File: config.mk
export PLATFORM = sky130hd
export DESIGN_NAME = lbh_mix_pipe
export DESIGN_NICKNAME = d
export VERILOG_FILES = /design/src/sv/lookup2_byte_hash_assert.svh /design/src/sv/lbh_pkg.sv /design/src/sv/lbh_mix_pipe.sv
export SDC_FILE = /design/constraint.sdc
export NUM_CORES = 2
export LEC_CHECK = 0
export ABC_AREA = 1
export BUFFER_PORTS_ARGS = -buffer_cell sky130_fd_sc_hd__buf_2
export CORE_ASPECT_RATIO = 1.2
export CORE_UTILIZATION = 51
export DETAILED_ROUTE_END_ITERATION = 10
export HOLD_SLACK_MARGIN = 0.08
export PLACE_DENSITY_LB_ADDON = 0.15
export SLEW_MARGIN = 20
export SYNTH_ARGS = -nofsm -noshare
export SYNTH_HDL_FRONTEND = slang
export SYNTH_SLANG_ARGS = --single-unit
export TNS_END_PERCENT = 30
File: constraint.sdc
create_clock -name clk -period 3.35 [get_ports clk]
set_clock_uncertainty 0.1 [all_clocks]
set_input_delay 0.5025 -clock clk [delete_from_list [all_inputs] [get_ports clk]]
set_output_delay 0.5025 -clock clk [all_outputs]
set_load 0.01 [all_outputs]
File: src/sv/lookup2_byte_hash_assert.svh
// Assertion macros shared by the lookup2 byte hash RTL.
`ifndef LOOKUP2_BYTE_HASH_ASSERT_SVH
`define LOOKUP2_BYTE_HASH_ASSERT_SVH

// Same-cycle implication, checked on every clock edge outside reset.
`define LBH_ASSERT_HOLDS(label, ante, cons, msg) \
  label: assert property (@(posedge clk) disable iff (!rst_n) (ante) |-> (cons)) \
    else $error(msg);

// Next-cycle implication, checked on every clock edge outside reset.
`define LBH_ASSERT_NEXT(label, ante, cons, msg) \
  label: assert property (@(posedge clk) disable iff (!rst_n) (ante) |=> (cons)) \
    else $error(msg);

`endif

File: src/sv/lbh_pkg.sv
// Types, constants and mix functions for the lookup2 byte hash.
`default_nettype none

package lbh_pkg;

  // Initial value of words a and b.
  localparam logic [31:0] GOLDEN_WORD = 32'h9e3779b9;

  // Bytes in one block and the fill count that marks a full block.
  localparam int          BLOCK_BYTES = 12;
  localparam logic [3:0]  FULL_FILL   = 4'(BLOCK_BYTES);

  // One line of the mix per pipeline stage.
  localparam int MIX_STEPS = 9;

  typedef logic [BLOCK_BYTES-1:0][7:0] blk_t;

  typedef struct packed {
    logic [31:0] a;
    logic [31:0] b;
    logic [31:0] c;
  } words_t;

  // Sideband that travels with a request through the block mix.
  typedef struct packed {
    logic        fin;    // request closes a message
    logic        dabs;   // request absorbs a full block
    logic        fresh;  // no block absorbed yet in this message
    logic [31:0] seed;   // seed of the message
    words_t      tail;   // tail bytes and length added before the final mix
  } side_t;

  // Word-wise 32-bit wrapping add.
  function automatic words_t add_words(input words_t x, input words_t y);
    words_t r;
    r.a = x.a + y.a;
    r.b = x.b + y.b;
    r.c = x.c + y.c;
    return r;
  endfunction

  // One of the nine lines of the lookup2 mix.
  function automatic words_t mix_line(input logic [3:0] step, input words_t w);
    words_t r;
    r = w;
    case (step)
      4'd0: r.a = (w.a - w.b - w.c) ^ (w.c >> 13);
      4'd1: r.b = (w.b - w.c - w.a) ^ (w.a << 8);
      4'd2: r.c = (w.c - w.a - w.b) ^ (w.b >> 13);
      4'd3: r.a = (w.a - w.b - w.c) ^ (w.c >> 12);
      4'd4: r.b = (w.b - w.c - w.a) ^ (w.a << 16);
      4'd5: r.c = (w.c - w.a - w.b) ^ (w.b >> 5);
      4'd6: r.a = (w.a - w.b - w.c) ^ (w.c >> 3);
      4'd7: r.b = (w.b - w.c - w.a) ^ (w.a << 10);
      4'd8: r.c = (w.c - w.a - w.b) ^ (w.b >> 15);
      default: r = w;
    endcase
    return r;
  endfunction

endpackage

`default_nettype wire

File: src/sv/lbh_mix_pipe.sv
// Nine-stage pipeline that runs the lookup2 mix, one mix line per stage.
`default_nettype none

module lbh_mix_pipe #(
  parameter int SIDE_W = 1
) (
  input  wire                 clk,
  input  wire                 rst_n,
  input  wire                 adv,
  input  wire                 in_valid,
  input  lbh_pkg::words_t     in_words,
  input  wire  [SIDE_W-1:0]   in_side,
  output logic                out_valid,
  output lbh_pkg::words_t     out_words,
  output logic [SIDE_W-1:0]   out_side
);

  logic [lbh_pkg::MIX_STEPS-1:0] vld_r;
  lbh_pkg::words_t               wrd_r  [lbh_pkg::MIX_STEPS];
  logic [SIDE_W-1:0]             side_r [lbh_pkg::MIX_STEPS];

  // Stage valid bits shift along whenever the pipeline advances.
  always_ff @(posedge clk) begin
    if (!rst_n) begin
      vld_r <= '0;
    end else if (adv) begin
      vld_r <= {vld_r[lbh_pkg::MIX_STEPS-2:0], in_valid};
    end
  end

  // Each stage applies its own mix line to the words of the stage before.
  always_ff @(posedge clk) begin
    if (adv) begin
      wrd_r[0]  <= lbh_pkg::mix_line(4'd0, in_words);
      side_r[0] <= in_side;
      for (int i = 1; i < lbh_pkg::MIX_STEPS; i++) begin
        wrd_r[i]  <= lbh_pkg::mix_line(4'(i), wrd_r[i-1]);
        side_r[i] <= side_r[i-1];
      end
    end
  end

  assign out_valid = vld_r[lbh_pkg::MIX_STEPS-1];
  assign out_words = wrd_r[lbh_pkg::MIX_STEPS-1];
  assign out_side  = side_r[lbh_pkg::MIX_STEPS-1];

endmodule

`default_nettype wire

==> results.yml <==
global_routing:
  overall_global_routing_resource_usage_pct: 33.7
  largest_net_degree_at_the_start_of_global_routing: 104
  grt_first_pass_wirelength_mm: 274
  grt_pass1_vias: 45494
  grt_antenna_before_repair: 0
  grt-ovfl-total: 0
floorplan:
  dieWidth_um: 310
  coreArea_um2: 113000
  initial_utilization_pct: 51.5
  fp.dieH_um: 372
  top_level_ports: 199
  dieArea_um2: 115000
  rows: 135
critical_path:
  critPathMostFrequentCell: "nand2_1"
  critPathKind: "input port to flop"
  worst-endpoint-required_ns: 3.72
  worstPathMaxFanout: 4
  nature_of_the_critical_path_endpoint: "flop"
  critical_path_s_largest_stage_delay_ns: 0.53
  critical_path.slowest_cell: "dlygate4sd3_1"
  worst-r2r-cell-count: 11
  timing.critical_path.cells: "dlygate4sd3_1, buf_2, inv_1, fa_1, ha_1, nand2_1, inv_1, a21oi_1, nand2_1, nand2_1, nand2_1, nand2_1, nand2_1, nand2_1, nand2_1"
  worst_ep_arrival_ns: 3.65
  critical_path.startpoint_type: "input port"
flow_run:
  maxCapViolations: 0
sta:
  unrepaired_setup_endpoints_after_global_routing: "no"
  finalCritPeriodShare_pct: 97.8
  timing.final.crit_period_ns: 3.28
  max_clock_freq_mhz: 305
  slew_headroom_pct: 48.1
  report.final.slew_viol_count: 0
  worst_slew_pin_tran_ns: 0.773
  finalSetupViolCount: 0
  hold_violations: 0
synth:
  mappedNetlistArea_um2: 58200
  synth.top_cells.by_count: "nand2_1 (1929), inv_1 (1619), edfxtp_1 (873)"
  netlist_instances: 6533
  synth_seq_cells: 882
  ys_warn_count: 0
  post_synth.cell_area_avg_um2: 8.91
  post-synth-top-area-cell: "edfxtp_1"
  synth_cell_types: 40
  dominant_cells_by_area_after_synthesis: "edfxtp_1 (45%), nand2_1 (12%), inv_1 (10%)"
  synth_top_area_share_pct: 45.1
  synth_ff_type: "edfxtp_1"
  synth_enable_flop_cells: 873
  async_reset_ff_share_pct: 0
  synth_sequential_area_ratio_pct: 45.4
  mapped_nets: 7204
  library_cell_with_the_highest_instance_count_after_synthesis: "nand2_1"
detailed_routing:
  wl_per_cell_um: 22.1
  via_total_after_detailed_routing: 42479
  dr.pass1.iters: 8
  drt-initial-drc-count: 2193
  drt-vias-per-instance: 4.96
  drc: 0
  final_antenna_net_count: 0
  drt_wl_total_mm: 189
clocking:
  cts_setup_buffers: 0
  clk_transition_reported_paths_ns: 0.06
  tritoncts_clock_tree: "built"
  clkLatencyLatePin_ns: 0.73
  cts-root-buf: "clkbuf_16"
  clk_path_buf_depth: 3
  cts_sink_cnt: 882
  numCtsBuffers: 96
  htree_num_levels: 3
place:
  portBuffers: 198
  gp_routability_congestion: 0.985
  detailedPlacementHpwl_mm: 159
  dp_cells: 8334
finish:
  layout.nets: 7663
  antennaDiodeCount: 0
  stdcell_count: 8572
  final.fill_count: 9904
  synthToLayoutAreaGrowth_pct: 13.0
  drive_gt1_share_pct: 8.82
status:
  run_status: "finished, final reports clean"
worst_hold_path:
  timing.hold.worst_path_depth: 2
  worstHoldPathType: "input port to flop"
## timing repair
| action | 4_1_cts | 5_1_grt |
|---|---|---|
| endpoints found under the setup margin | 0 | 7 |
| hold buffers | 67 | 0 |
| resized for setup | 0 | 4 |
| endpoints found under the hold margin | 73 | 0 |
## critical path: cells and delay by family
kind | cells | cell delay (ns)
buffers and inverters | 4 | 0.80
adder cells (fa/ha/maj) | 2 | 0.93
AND/OR/NAND/NOR | 8 | 1.08
AO/OA/AOI/OAI | 1 | 0.35
## path summary, 6_finish.rpt
path | start | endpoint | slack (ns)
max reg2reg | wrd_r[0][360] | wrd_r[0][444] | 0.08
min | in_words[17] | wrd_r[0][17] | 0.16
min reg2reg | side_r[0][7] | side_r[0][8] | 0.33
max | in_words[5] | wrd_r[0][95] | 0.07
## routing by layer
layer	GRT usage, %	share of wire, %	up-vias
li1	-	-	20875
met1	25.3	28	19682
met2	66.9	56	1218
met3	3.70	2.9	704
met4	38.9	14	0
met5	0	0	-
## registers in the layout (all words and copies together) (netlist names)
signal / flops
vld_r: 9
side_r: 9
wrd_r: 864
## cell usage in the layout, fill, tap and decap left out, drive strengths merged, types with 12 or more instances in the layout
master	count
xor2	226
nand3b	28
xnor2	138
ha	297
a21oi	197
inv	1623
nand2	1966
dlygate4sd3	67
clkinv	38
or2	12
o21bai	26
bufinv	12
buf	391
edfxtp	873
nor3	35
nand4	35
fa	273
nor2	399
clkbuf	115
nand3	221
o21ai	40
## stage by stage
stage / setup slack (ns) / area, um^2 / hold WS, ns / util (%) / TNS, ns
6_report: 0.0727 / 65800 / 0.161 / 58.2 / 0
5_1_grt: 0.0160 / 65800 / 0.133 / 58.2 / 0
4_1_cts: 0.0266 / 65800 / 0.101 / 58.2 / 0
3_5_place_dp: -0.260 / 61900 / 0.306 / 54.8 / -1.01
3_3_place_gp: -0.282 / 61900 / 0.302 / 54.8 / -1.08
2_1_floorplan: 0.883 / 58200 / 0.300 / - / 0
## layout make-up
type	count	area, um^2	area share [%]
Clock buffer	115	2500	3.81
Clock inverter	56	656	0.997
Inverter	1621	6080	9.25
Multi-Input combinational cell	3933	25000	38.0
Sequential cell	882	26400	40.1
Tap cell	1507	1890	2.87
Timing Repair Buffer	458	3260	4.95
## cell families (layout without fill, tap and decap cells)
group,Yosys count,after routing,synth area share (%)
flip-flops,882,882,45.4
AO/OA/AOI/OAI,287,287,2.74
XOR/XNOR,364,364,5.48
AND/OR/NAND/NOR,2712,2712,18.9
adder cells (fa/ha/maj),570,570,15.8
buffers and inverters,1718,2250,11.7
Power is left out: the tool's default activity adds up to more than one toggle a clock period on the data nets, which glitch-free logic cannot reach.
